===== src/rtl/led_pulse_byte_sender_handshake_defines.svh =====
// assertion macros for the led pulse byte sender
// used by modules that check their own control logic; no other dependencies
`ifndef LED_PULSE_BYTE_SENDER_HANDSHAKE_DEFINES_SVH
`define LED_PULSE_BYTE_SENDER_HANDSHAKE_DEFINES_SVH

// same-cycle implication, clocked on clk, off during reset
`define LPBS_ASSERT_NOW(label, lhs, rhs) \
	label: assert property (@(posedge clk) disable iff (!arst_n) (lhs) |-> (rhs)) \
		else $error("lpbs same-cycle check failed");

// next-cycle implication, clocked on clk, off during reset
`define LPBS_ASSERT_NEXT(label, lhs, rhs) \
	label: assert property (@(posedge clk) disable iff (!arst_n) (lhs) |=> (rhs)) \
		else $error("lpbs next-cycle check failed");

`endif


===== src/rtl/lpbs_pkg.sv =====
// shared types, constants and reply table for the led pulse byte sender
// no dependencies
package lpbs_pkg;

	localparam logic [20:0] HOLD_MAX     = 21'h1FFFFF;
	localparam logic [7:0]  CHAR_STOP    = 8'h55;
	localparam logic [7:0]  CHAR_QUERY   = 8'h3F;
	localparam logic [9:0]  ON_RESET     = 10'd35;
	localparam logic [9:0]  SLOT_RESET   = 10'd489;
	localparam logic [20:0] HOLD_RESET   = 21'd1000000;
	localparam logic [3:0]  SLOT_COUNT   = 4'd9;

	typedef enum logic [1:0] {
		REG_ON   = 2'd0,
		REG_SLOT = 2'd1,
		REG_HOLD = 2'd2
	} reg_idx_t;

	typedef struct packed {
		logic [9:0]  on_ticks;
		logic [9:0]  slot_ticks;
		logic [20:0] hold_ticks;
	} cfg_t;

	typedef enum logic [1:0] {
		CMD_TICK   = 2'd0,
		CMD_REJECT = 2'd1,
		CMD_ECHO   = 2'd2,
		CMD_QUERY  = 2'd3
	} cmd_kind_t;

	typedef struct packed {
		cmd_kind_t  kind;
		logic       led;
		logic       busy;
		logic [7:0] data;
	} cmd_t;

	typedef enum logic {
		BK_PASS  = 1'b0,
		BK_REPLY = 1'b1
	} back_state_t;

	function automatic logic [7:0] reply_byte(input logic [4:0] idx);
		logic [7:0] b;
		unique case (idx)
			5'd0:  b = 8'h31;
			5'd1:  b = 8'h32;
			5'd2:  b = 8'h36;
			5'd3:  b = 8'h0D;
			5'd4:  b = 8'h20;
			5'd5:  b = 8'h4D;
			5'd6:  b = 8'h37;
			5'd7:  b = 8'h36;
			5'd8:  b = 8'h34;
			5'd9:  b = 8'h20;
			5'd10: b = 8'h72;
			5'd11: b = 8'h65;
			5'd12: b = 8'h76;
			5'd13: b = 8'h20;
			5'd14: b = 8'h37;
			5'd15: b = 8'h36;
			5'd16: b = 8'h34;
			5'd17: b = 8'h30;
			5'd18: b = 8'h30;
			5'd19: b = 8'h32;
			default: b = 8'h00;
		endcase
		return b;
	endfunction

endpackage


===== src/rtl/led_pulse_byte_sender_handshake.sv =====
// led pulse byte sender: stream in, stream out, apb register port
// top level, instantiates lpbs_front, lpbs_fifo and lpbs_back; uses lpbs_pkg
//
// slave stream: one word per tick (s_tuser = 0) or host byte (s_tuser = 1, byte in s_tdata)
// master stream: one word per tick, rejected byte or echo; a '?' with the stop
// flag clear is followed by REPLY_LENGTH identity words, m_tlast on the final one
// a tick word carries the led level, an echo or reply word has m_tuser (tx_valid) set
// apb: on_ticks at 0x0, slot_ticks at 0x4, hold_ticks at 0x8, pready always high
// a word accepted on the slave side passes through the command queue and the output register
// throughput: one input word per cycle while the master side takes one word
// per cycle; a '?' reply fills the output register with the echo word, then REPLY_LENGTH reply words
// the front end runs ahead of the output by the two-entry command queue;
// s_tready drops only when that queue is full
// reset: led sequence idle, stop flag clear, hold counter zero, queue empty,
// registers at on_ticks 35, slot_ticks 489, hold_ticks 1000000
// a stalled master holds its word; the front end keeps accepting until the queue fills
module led_pulse_byte_sender_handshake #(
	parameter int REPLY_LENGTH = 21
) (
	input  logic        clk,
	input  logic        arst_n,
	input  logic        s_tvalid,
	output logic        s_tready,
	input  logic [7:0]  s_tdata,   // data_byte
	input  logic        s_tuser,   // action
	output logic        m_tvalid,
	input  logic        m_tready,
	output logic [15:0] m_tdata,   // led, tx_byte[7:0], rejected, busy_res, zero pad
	output logic        m_tuser,   // tx_valid
	output logic        m_tlast,
	input  logic        psel,
	input  logic        penable,
	input  logic        pwrite,
	input  logic [3:0]  paddr,
	input  logic [31:0] pwdata,
	output logic [31:0] prdata,
	output logic        pready
);
	import lpbs_pkg::*;

	cfg_t     cfg_q;
	reg_idx_t reg_sel;
	logic     cfg_wr;

	cmd_t     push_data;
	cmd_t     pop_data;
	logic     push;
	logic     pop;
	logic     full;
	logic     not_empty;

	assign pready  = 1'b1;
	assign reg_sel = reg_idx_t'(paddr[3:2]);
	assign cfg_wr  = psel & penable & pwrite & pready;

	always_ff @(posedge clk or negedge arst_n) begin
		if (!arst_n) begin
			cfg_q.on_ticks   <= ON_RESET;
			cfg_q.slot_ticks <= SLOT_RESET;
			cfg_q.hold_ticks <= HOLD_RESET;
		end else if (cfg_wr) begin
			unique case (reg_sel)
				REG_ON:   cfg_q.on_ticks   <= pwdata[9:0];
				REG_SLOT: cfg_q.slot_ticks <= pwdata[9:0];
				REG_HOLD: cfg_q.hold_ticks <= pwdata[20:0];
				default:  cfg_q.on_ticks   <= cfg_q.on_ticks;
			endcase
		end
	end

	always_comb begin
		unique case (reg_sel)
			REG_ON:   prdata = {22'd0, cfg_q.on_ticks};
			REG_SLOT: prdata = {22'd0, cfg_q.slot_ticks};
			REG_HOLD: prdata = {11'd0, cfg_q.hold_ticks};
			default:  prdata = 32'd0;
		endcase
	end

	lpbs_front u_front (
		.clk      (clk),
		.arst_n   (arst_n),
		.cfg      (cfg_q),
		.s_tvalid (s_tvalid),
		.s_tready (s_tready),
		.s_tdata  (s_tdata),
		.s_tuser  (s_tuser),
		.q_data   (push_data),
		.q_push   (push),
		.q_full   (full)
	);

	lpbs_fifo u_fifo (
		.clk       (clk),
		.arst_n    (arst_n),
		.push      (push),
		.push_data (push_data),
		.full      (full),
		.pop       (pop),
		.not_empty (not_empty),
		.pop_data  (pop_data)
	);

	lpbs_back #(
		.REPLY_LENGTH (REPLY_LENGTH)
	) u_back (
		.clk      (clk),
		.arst_n   (arst_n),
		.q_valid  (not_empty),
		.q_data   (pop_data),
		.q_pop    (pop),
		.m_tvalid (m_tvalid),
		.m_tready (m_tready),
		.m_tdata  (m_tdata),
		.m_tuser  (m_tuser),
		.m_tlast  (m_tlast)
	);

endmodule


===== src/rtl/lpbs_front.sv =====
// front end: accepts ticks and host bytes, keeps slot, hold and stop state
// depends on lpbs_pkg; pushes one command per word into the queue
module lpbs_front (
	input  logic              clk,
	input  logic              arst_n,
	input  lpbs_pkg::cfg_t    cfg,
	input  logic              s_tvalid,
	output logic              s_tready,
	input  logic [7:0]        s_tdata,
	input  logic              s_tuser,
	output lpbs_pkg::cmd_t    q_data,
	output logic              q_push,
	input  logic              q_full
);
	import lpbs_pkg::*;

	logic [7:0]  shift_q;
	logic [3:0]  slot_q;
	logic [9:0]  tick_q;
	logic        sending_q;
	logic        stop_q;
	logic [20:0] hold_q;

	logic [7:0]  shift_d;
	logic [3:0]  slot_d;
	logic [9:0]  tick_d;
	logic        sending_d;
	logic        stop_d;
	logic [20:0] hold_d;

	logic        accept;
	logic [10:0] tick_inc;
	logic [3:0]  slot_inc;
	logic [2:0]  bit_sel;
	logic        pulse;
	logic [20:0] hold_inc;

	assign s_tready = ~q_full;
	assign accept   = s_tvalid & ~q_full;
	assign q_push   = accept;

	assign tick_inc = {1'b0, tick_q} + 11'd1;
	assign slot_inc = slot_q + 4'd1;
	assign bit_sel  = slot_q[2:0] - 3'd1;
	assign pulse    = (slot_q == 4'd0) ? 1'b1 : ~shift_q[bit_sel];
	assign hold_inc = (hold_q != HOLD_MAX) ? hold_q + 21'd1 : hold_q;

	always_comb begin
		shift_d       = shift_q;
		slot_d        = slot_q;
		tick_d        = tick_q;
		sending_d     = sending_q;
		stop_d        = stop_q;
		hold_d        = hold_q;
		q_data.kind   = CMD_TICK;
		q_data.led    = 1'b0;
		q_data.busy   = 1'b1;
		q_data.data   = s_tdata;
		if (!s_tuser) begin
			q_data.busy = sending_q;
			if (sending_q) begin
				q_data.led = pulse & (tick_q < cfg.on_ticks);
				if (tick_inc >= {1'b0, cfg.slot_ticks}) begin
					tick_d = 10'd0;
					if (slot_inc >= SLOT_COUNT) begin
						slot_d    = 4'd0;
						sending_d = 1'b0;
					end else begin
						slot_d = slot_inc;
					end
				end else begin
					tick_d = tick_inc[9:0];
				end
			end
			hold_d = hold_inc;
			if (hold_inc > cfg.hold_ticks) begin
				stop_d = 1'b0;
			end
		end else if (sending_q) begin
			q_data.kind = CMD_REJECT;
		end else begin
			sending_d = 1'b1;
			shift_d   = s_tdata;
			slot_d    = 4'd0;
			tick_d    = 10'd0;
			if (s_tdata == CHAR_QUERY) begin
				q_data.kind = stop_q ? CMD_ECHO : CMD_QUERY;
			end else begin
				q_data.kind = CMD_ECHO;
				hold_d      = 21'd0;
				if (s_tdata == CHAR_STOP) begin
					stop_d = 1'b1;
				end
			end
		end
	end

	always_ff @(posedge clk or negedge arst_n) begin
		if (!arst_n) begin
			shift_q   <= 8'd0;
			slot_q    <= 4'd0;
			tick_q    <= 10'd0;
			sending_q <= 1'b0;
			stop_q    <= 1'b0;
			hold_q    <= 21'd0;
		end else if (accept) begin
			shift_q   <= shift_d;
			slot_q    <= slot_d;
			tick_q    <= tick_d;
			sending_q <= sending_d;
			stop_q    <= stop_d;
			hold_q    <= hold_d;
		end
	end

endmodule


===== src/rtl/lpbs_fifo.sv =====
// two-entry command queue between front end and back end
// depends on lpbs_pkg for the command type
module lpbs_fifo (
	input  logic           clk,
	input  logic           arst_n,
	input  logic           push,
	input  lpbs_pkg::cmd_t push_data,
	output logic           full,
	input  logic           pop,
	output logic           not_empty,
	output lpbs_pkg::cmd_t pop_data
);
	import lpbs_pkg::*;

	cmd_t       mem_q [2];
	logic       wr_ptr_q;
	logic       rd_ptr_q;
	logic [1:0] count_q;

	assign full      = (count_q == 2'd2);
	assign not_empty = (count_q != 2'd0);
	assign pop_data  = mem_q[rd_ptr_q];

	always_ff @(posedge clk) begin
		if (push) begin
			mem_q[wr_ptr_q] <= push_data;
		end
	end

	always_ff @(posedge clk or negedge arst_n) begin
		if (!arst_n) begin
			wr_ptr_q <= 1'b0;
			rd_ptr_q <= 1'b0;
			count_q  <= 2'd0;
		end else begin
			if (push) begin
				wr_ptr_q <= ~wr_ptr_q;
			end
			if (pop) begin
				rd_ptr_q <= ~rd_ptr_q;
			end
			if (push && !pop) begin
				count_q <= count_q + 2'd1;
			end else if (pop && !push) begin
				count_q <= count_q - 2'd1;
			end
		end
	end

endmodule


===== src/rtl/lpbs_back.sv =====
// back end: turns queued commands into output words, streams the identity reply
// depends on lpbs_pkg and the assertion macro header
module lpbs_back #(
	parameter int REPLY_LENGTH = 21
) (
	input  logic           clk,
	input  logic           arst_n,
	input  logic           q_valid,
	input  lpbs_pkg::cmd_t q_data,
	output logic           q_pop,
	output logic           m_tvalid,
	input  logic           m_tready,
	output logic [15:0]    m_tdata,   // led, tx_byte[7:0], rejected, busy_res, zero pad
	output logic           m_tuser,   // tx_valid
	output logic           m_tlast
);
	import lpbs_pkg::*;

	`include "led_pulse_byte_sender_handshake_defines.svh"

	localparam int IW = $clog2(REPLY_LENGTH + 1);

	back_state_t   state_q;
	back_state_t   state_d;
	logic [IW-1:0] idx_q;
	logic [IW-1:0] idx_d;
	logic          idx_last;
	logic          load;

	logic          valid_q;
	logic          led_q;
	logic          txv_q;
	logic [7:0]    byte_q;
	logic          last_q;
	logic          rej_q;
	logic          busy_q;

	logic          led_d;
	logic          txv_d;
	logic [7:0]    byte_d;
	logic          last_d;
	logic          rej_d;
	logic          emit;

	assign load     = ~valid_q | m_tready;
	assign idx_last = (idx_q == IW'(REPLY_LENGTH - 1));

	// next state
	always_comb begin
		state_d = state_q;
		idx_d   = idx_q;
		unique case (state_q)
			BK_PASS: begin
				if (load && q_valid && q_data.kind == CMD_QUERY) begin
					state_d = BK_REPLY;
					idx_d   = '0;
				end
			end
			BK_REPLY: begin
				if (load) begin
					idx_d = idx_q + IW'(1);
					if (idx_last) begin
						state_d = BK_PASS;
					end
				end
			end
			default: state_d = BK_PASS;
		endcase
	end

	// outputs
	always_comb begin
		q_pop  = 1'b0;
		emit   = 1'b0;
		led_d  = 1'b0;
		txv_d  = 1'b0;
		byte_d = 8'd0;
		last_d = 1'b1;
		rej_d  = 1'b0;
		unique case (state_q)
			BK_PASS: begin
				if (load && q_valid) begin
					q_pop = 1'b1;
					emit  = 1'b1;
					unique case (q_data.kind)
						CMD_TICK:   led_d = q_data.led;
						CMD_REJECT: rej_d = 1'b1;
						CMD_ECHO: begin
							txv_d  = 1'b1;
							byte_d = q_data.data;
						end
						CMD_QUERY: begin
							txv_d  = 1'b1;
							byte_d = q_data.data;
							last_d = 1'b0;
						end
						default: rej_d = 1'b0;
					endcase
				end
			end
			BK_REPLY: begin
				if (load) begin
					emit   = 1'b1;
					txv_d  = 1'b1;
					byte_d = reply_byte(5'(idx_q));
					last_d = idx_last;
				end
			end
			default: emit = 1'b0;
		endcase
	end

	always_ff @(posedge clk or negedge arst_n) begin
		if (!arst_n) begin
			state_q <= BK_PASS;
			idx_q   <= '0;
			valid_q <= 1'b0;
		end else begin
			state_q <= state_d;
			idx_q   <= idx_d;
			if (load) begin
				valid_q <= emit;
			end
		end
	end

	always_ff @(posedge clk) begin
		if (emit) begin
			led_q  <= led_d;
			txv_q  <= txv_d;
			byte_q <= byte_d;
			last_q <= last_d;
			rej_q  <= rej_d;
			busy_q <= (state_q == BK_REPLY) ? 1'b1 : q_data.busy;
		end
	end

	assign m_tvalid = valid_q;
	assign m_tdata  = {5'd0, busy_q, rej_q, byte_q, led_q};
	assign m_tuser  = txv_q;
	assign m_tlast  = last_q;

	`LPBS_ASSERT_NOW(a_reply_has_word, state_q == BK_REPLY, valid_q)
	`LPBS_ASSERT_NOW(a_pop_only_in_pass, q_pop, state_q == BK_PASS)
	`LPBS_ASSERT_NOW(a_open_word_is_tx, valid_q && !last_q, txv_q && busy_q)
	`LPBS_ASSERT_NEXT(a_query_starts_reply, q_pop && q_data.kind == CMD_QUERY,
		state_q == BK_REPLY && idx_q == '0)

endmodule

===== config.mk =====
export PLATFORM = sky130hd
export DESIGN_NAME = led_pulse_byte_sender_handshake
export DESIGN_NICKNAME = d
export VERILOG_FILES = /design/src/rtl/lpbs_pkg.sv /design/src/rtl/led_pulse_byte_sender_handshake.sv /design/src/rtl/lpbs_front.sv /design/src/rtl/lpbs_fifo.sv /design/src/rtl/lpbs_back.sv
export VERILOG_INCLUDE_DIRS = /design/src /design/src/rtl
export SDC_FILE = /design/constraint.sdc
export NUM_CORES = 1
export LEC_CHECK = 0
export BUFFER_PORTS_ARGS = -buffer_cell sky130_fd_sc_hd__buf_2
export CAP_MARGIN = 20
export CORE_MARGIN = 2
export CORE_UTILIZATION = 45
export CTS_BUF_LIST = sky130_fd_sc_hd__clkbuf_8
export DETAILED_ROUTE_END_ITERATION = 16
export HOLD_SLACK_MARGIN = 0.1
export PLACE_DENSITY = 0.7
export SLEW_MARGIN = 20
export SYNTH_ARGS = -nofsm -noshare
export SYNTH_HDL_FRONTEND = slang
export SYNTH_SLANG_ARGS = --single-unit

===== constraint.sdc =====
create_clock -name clk -period 8.7 [get_ports clk]
set_input_delay 1.305 -clock clk [delete_from_list [all_inputs] [get_ports clk]]
set_output_delay 1.305 -clock clk [all_outputs]
set_load 0.02 [all_outputs]

==> results of run 1 <==
==> per-layer routing <==
layer | GRT usage (%) | vias to the layer above | part of all wire (%)
met5 | 0 | - | 0
met3 | 4.47 | 35 | 4.4
li1 | - | 2907 | -
met4 | 7.52 | 0 | 2.5
met1 | 25.0 | 2838 | 44
met2 | 32.1 | 155 | 49
==> registers in the layout, indices dropped and copies added, names as in the netlist, 2 cells and up <==
register,flops
u_front.shift_q,8
u_fifo.count_q,2
u_back.idx_q,5
u_front.hold_q,21
u_front.slot_q,4
u_fifo.mem_q,24
u_back.byte_q,8
cfg_q,41
u_front.tick_q,10
==> Yosys cell counts, drive strengths merged (3+ instances only) <==
| master | n |
|---|---|
| nand2 | 87 |
| dfrtp | 81 |
| o21ai | 73 |
| inv | 57 |
| ha | 55 |
| edfxtp | 37 |
| a21oi | 35 |
| buf | 31 |
| nor2 | 28 |
| xnor2 | 26 |
| clkbuf | 23 |
| mux2i | 23 |
| mux2 | 21 |
| nand4 | 19 |
| dfstp | 16 |
| and2 | 14 |
| nand3 | 14 |
| a22o | 11 |
| o31ai | 11 |
| o22ai | 10 |
| a21o | 9 |
| nor3 | 9 |
| nand2b | 8 |
| a211oi | 7 |
| a31oi | 7 |
| and3 | 7 |
| nor2b | 7 |
| xor2 | 7 |
| and4 | 4 |
| or2 | 4 |
| a41oi | 3 |
| mux4 | 3 |
| nor3b | 3 |
| o41ai | 3 |
| or3 | 3 |
==> critical path, stage by stage <==
cell	delay, ns
buf_2	0.23
nor2b_1	0.15
buf_4	0.26
nand2_1	0.08
o21ai_0	0.12
buf_2	0.22
==> power groups by stage <==
| stage | registers, mW | clock network [mW] | logic (mW) |
|---|---|---|---|
| floorplan | 0.938 | 0 | 0.546 |
| global placement | 0.967 | 0 | 0.680 |
| detailed placement | 0.973 | 0 | 0.699 |
| CTS | 0.961 | 0.529 | 0.705 |
| global route | 0.983 | 0.562 | 0.782 |
| finish | 0.960 | 0.517 | 0.700 |
==> final cells by class <==
type / count / share of cell area, %
multi-input cells: 556 / 44.4
well taps: 225 / 3.23
repair buffers: 77 / 4.54
flip-flops and latches: 134 / 40.8
clock buffers: 18 / 2.84
clock inverters: 14 / 1.64
inverters: 58 / 2.50
==> metrics by stage <==
step | hold WS, ns | cells
2_1_floorplan | 0.457 | 802
3_3_place_gp | 0.471 | 1050
3_5_place_dp | 0.477 | 1050
4_1_cts | 0.492 | 1082
5_1_grt | 0.507 | 1082
6_report | 0.491 | 1082
==> cells by family after synthesis <==
family	after synthesis	share of synthesized area (%)
multiplexers	47	6.82
buffers and inverters	112	6.66
adder cells (fa/ha/maj)	55	8.72
other	2	0.0951
XOR/XNOR	33	3.66
AO/OA/AOI/OAI	187	15.1
flip-flops	134	45.1
AND/OR/NAND/NOR	217	13.9
==> worst max-delay path by stage <==
stage	startpoint	to	cells past startpoint
after floorplan	paddr[2]	prdata[0]	4
after global placement	s_tuser	u_front.tick_q[2]	7
after detailed placement	s_tuser	u_front.tick_q[2]	7
after CTS	paddr[2]	prdata[8]	6
after global routing	u_front.hold_q[0]	u_front.stop_q	12
final	paddr[2]	prdata[9]	6
==> results.toml, run 1 <==
[outcome]
status = "complete, no violations"

[hold_path]
holdPathStages = 1
hold_end = "u_fifo.count_q[1]"
hold_class = "flip-flop to flip-flop"
min_from = "u_fifo.count_q[1]"

[critical_path]
critPathCaptureType = "output port"
r2r-start = "u_front.hold_q[0]"
worst_setup_path_start_kind = "input pin"
rr_endpoint = "u_front.stop_q"
crit_fanout = 21
r2r_setup_slack_ns = 5.14
critPathRequiredTime_ns = 7.39
crit_type = "input pin to output port"
reg2reg_depth = 12
worst_ep_arrival_time_ns = 2.37

[route]
detail_route.wirelength_um = 17200
firstDrtPassIters = 5
drc = 0
drtIter0Drc = 459
vias_per_cell = 5.49
wl_per_cell_um = 15.9
route.vias.total = 5935
ant_nets = 0

[timing]
finalSetupViolations = 0
skew_ns = 0.0127
hold_viol = 0
rsz0062_at_grt = "no"
fin_crit_sh_pct = 42.3
fmax_ghz = 0.272
setup_slack_ns = 5.02
tightestPinTransition_ns = 1.04
fin_crit_ns = 3.68
slew_headroom_pct = 30.4
tns_ns = 0
maxSlewViolCount = 0

[pwr]
ir_worst_vdd_mv = 0.150
pwr-share-comb_pct = 32.1
p_switching_mw = 0.811
seqPwrFrac_pct = 44.1
p_total_mw = 2.18
clkPwrFrac_pct = 23.8
power.share.switching_pct = 37.2
power.internal_mw = 1.37
leakagePower_nw = 3.89
p_per_area_nw_per_um2 = 250

[grt]
grt_antenna_before_repair = 0
grt_usage_pct = 19.5
grt_max_degree = 60
grt_pass1_vias = 5685
grt_pass1_wl_um = 28200
grt_overflow = 0

[placed_design]
port_buffers = 74
hpwl_um = 12400
place_area_um2 = 8320
dp_slack_ns = 4.94
place_congestion = 0.924

[synth]
syn-cell-area_um2 = 7890
seq_area_frac_synth_pct = 45.1
ys_warn_count = 0
ys_seq_elements = 134
synth_edf_count = 37
async_flop_share_pct = 72.4
ys_types = 70
synth_top_area_share_pct = 25.7
postSynthAreaPerCell_um2 = 10.0
synthFlopType = "dfrtp_1"
ys_top_cells_by_area = "dfrtp_1 (26%), edfxtp_1 (14%), ha_1 (8.7%)"
synth_largest_area_cell = "dfrtp_1"
synth_cells = 787

[clock_tree]
cts_max_level = 4
postCtsSetupBuffers = 0
clkSinkCount = 134
hold_buffers = 0
clockBufferDepth = 2
cts.clk_slew.worst_paths_ns = 0.08
cts_root_buffer = "clkbuf_8"
cts_tree = "built"
cts_made_buffers = 17
post_cts_resized = 0
clk-insertion-delay-late_ns = 0.46

[layout]
layout_common_cells = "nand2_1 (87), dfrtp_1 (81), buf_2 (73), o21ai_0 (70), inv_1 (57)"
final_layout_size_suffix_gt1_share_pct = 18.7
nFillCells = 1610
multi_input_area_um2 = 3870
fin_area_um2 = 8710
nNetsFinal = 951
final_util_pct = 50.6
antennaDiodeCount = 0
layout_commonest_cell = "nand2_1"
seq_area_um2 = 3560
syn_to_final_growth_pct = 10.4

[floorplanning]
pin_count = 105
dieArea_um2 = 18600
fp.coreArea_um2 = 17200
num_rows = 48
initial_core_util_pct = 45.8
die_height_um = 136
die_w_um = 136

[job]
cap_violations = 0
(Power assumes the default switching activity.)
==> run 2: changes to the inputs <==
clock period = 3.6 ns   (was 8.7 ns; I/O delays follow)
==> results.toml, run 2 (same netlist as run 1, synthesis figures left out) <==
[outcome]
status = "complete, no violations"

[timing]
tightestPinTransition_ns = 1.06
finalSetupViolations = 0
rsz0062_at_grt = "no"
fmax_ghz = 0.308
setup_slack_ns = 0.352
tns_ns = 0
fin_crit_ns = 3.25
skew_ns = 0.0150
maxSlewViolCount = 0
slew_headroom_pct = 28.8
fin_crit_sh_pct = 90.2
hold_viol = 0

[clock_tree]
postCtsSetupBuffers = 0
cts.clk_slew.worst_paths_ns = 0.09
cts_made_buffers = 17
clkSinkCount = 134
clockBufferDepth = 2
hold_buffers = 0
post_cts_resized = 0
cts_tree = "built"
clk-insertion-delay-late_ns = 0.46
cts_max_level = 4
cts_root_buffer = "clkbuf_8"

[layout]
syn_to_final_growth_pct = 10.8
layout_commonest_cell = "nand2_1"
top_register = "cfg_q"
final_layout_size_suffix_gt1_share_pct = 19.2
nNetsFinal = 958
nFillCells = 1593
layout_common_cells = "nand2_1 (87), dfrtp_1 (81), buf_2 (73), o21ai_0 (70), inv_1 (57)"
antennaDiodeCount = 0
largestRegisters = "cfg_q: 41 flops, u_fifo.mem_q: 24 flops, u_front.hold_q: 21 flops"
largest_reg_flops = 41

[critical_path]
worst_ep_arrival_time_ns = 3.64
crit_type = "flip-flop to flip-flop"
critPathRequiredTime_ns = 3.99
worst_setup_path_start_kind = "flip-flop"
critPathCaptureType = "flip-flop"
crit_fanout = 8

[route]
drtIter0Drc = 379
wl_per_cell_um = 15.9
detail_route.wirelength_um = 17300
ant_nets = 0
firstDrtPassIters = 5
route.vias.total = 5912
drc = 0
vias_per_cell = 5.43

[floorplanning]
pin_count = 105
initial_core_util_pct = 45.8
die_height_um = 136
die_w_um = 136
fp.coreArea_um2 = 17200
num_rows = 48
dieArea_um2 = 18600

[pwr]
p_per_area_nw_per_um2 = 597
ir_worst_vdd_mv = 0.304
p_switching_mw = 1.99
clkPwrFrac_pct = 23.0
power.share.switching_pct = 38.0
seqPwrFrac_pct = 44.2
pwr-share-comb_pct = 32.8
leakagePower_nw = 3.91
power.internal_mw = 3.24

[grt]
grt_max_degree = 61
grt_pass1_vias = 5675
grt_pass1_wl_um = 28300
grt_overflow = 0
grt_usage_pct = 19.5
grt_antenna_before_repair = 0

[job]
cap_violations = 0

[placed_design]
port_buffers = 74
dp_slack_ns = 0.420
hpwl_um = 12700
place_congestion = 0.912

[hold_path]
hold_class = "input pin to async pin"
run 2: changes by cell type in the layout (fill, tap and decap cells not counted), sizes merged:
cell | previous run | this run
clkbuf | 18 | 17
buf | 77 | 84
clkinv | 6 | 4
bufinv | 1 | 0
inv | 63 | 67
run 2: cell type report:
| type | instances | area [um2] | area share (%) |
|---|---|---|---|
| well taps | 225 | 282 | 3.22 |
| clock inverters | 15 | 136 | 1.56 |
| multi-input cells | 556 | 3870 | 44.3 |
| clock buffers | 17 | 234 | 2.67 |
| inverters | 58 | 218 | 2.49 |
| flip-flops and latches | 134 | 3560 | 40.7 |
| repair buffers | 84 | 448 | 5.12 |
run 2: per-stage QoR:
step	hold WS [ns]	area, um2	util, %	power, mW	std cells
2_1_floorplan	0.244	7950	-	3.59	802
5_1_grt	0.202	8750	50.7	5.57	1089
3_3_place_gp	0.473	8380	48.6	4.00	1057
6_report	0.152	8750	50.7	5.23	1089
3_5_place_dp	0.472	8380	48.6	4.05	1057
4_1_cts	0.156	8750	50.7	5.27	1089
run 2: worst paths after layout:
kind	startpoint	end	slack, ns	depth (start not counted)
worst min register to register	u_fifo.count_q[1]	u_fifo.count_q[1]	0.49	1
min in group clk	pwdata[10]	cfg_q[10]	0.27	3
worst max-delay path	u_front.hold_q[11]	u_front.stop_q	0.35	12
worst max register to register	u_front.hold_q[11]	u_front.stop_q	0.35	12
max in group asynchronous	arst_n	cfg_q[18]	2.59	2
worst min-delay path	arst_n	cfg_q[2]	0.15	1
run 2: worst max-delay path, stage by stage, from the launching register on:
cell     delay (ns)
dfrtp_1        0.48
nand4_1        0.21
nor4_4         0.56
nor2_1         0.21
nand3_1        0.17
xnor2_1        0.09
ha_1           0.29
nand4_1        0.13
nor3_1         0.28
nand4_1        0.18
o31ai_1        0.30
o22ai_1        0.14
a21oi_1        0.12
run 2: power by group through the flow:
stage | Combinational, mW | Sequential [mW] | Clock (mW)
after floorplan | 1.32 | 2.27 | 0
after global placement | 1.67 | 2.33 | 0
after detailed placement | 1.71 | 2.34 | 0
after CTS | 1.73 | 2.31 | 1.23
after global routing | 1.90 | 2.37 | 1.29
final | 1.72 | 2.31 | 1.20
run 2: routing by layer:
metal / track usage (%) / vias to the layer above / part of all wire, %
met4: 7.58 / 0 / 2.0
met5: 0 / - / 0
met3: 3.73 / 26 / 3.3
met1: 25.8 / 2841 / 46
li1: - / 2919 / -
met2: 31.7 / 126 / 48
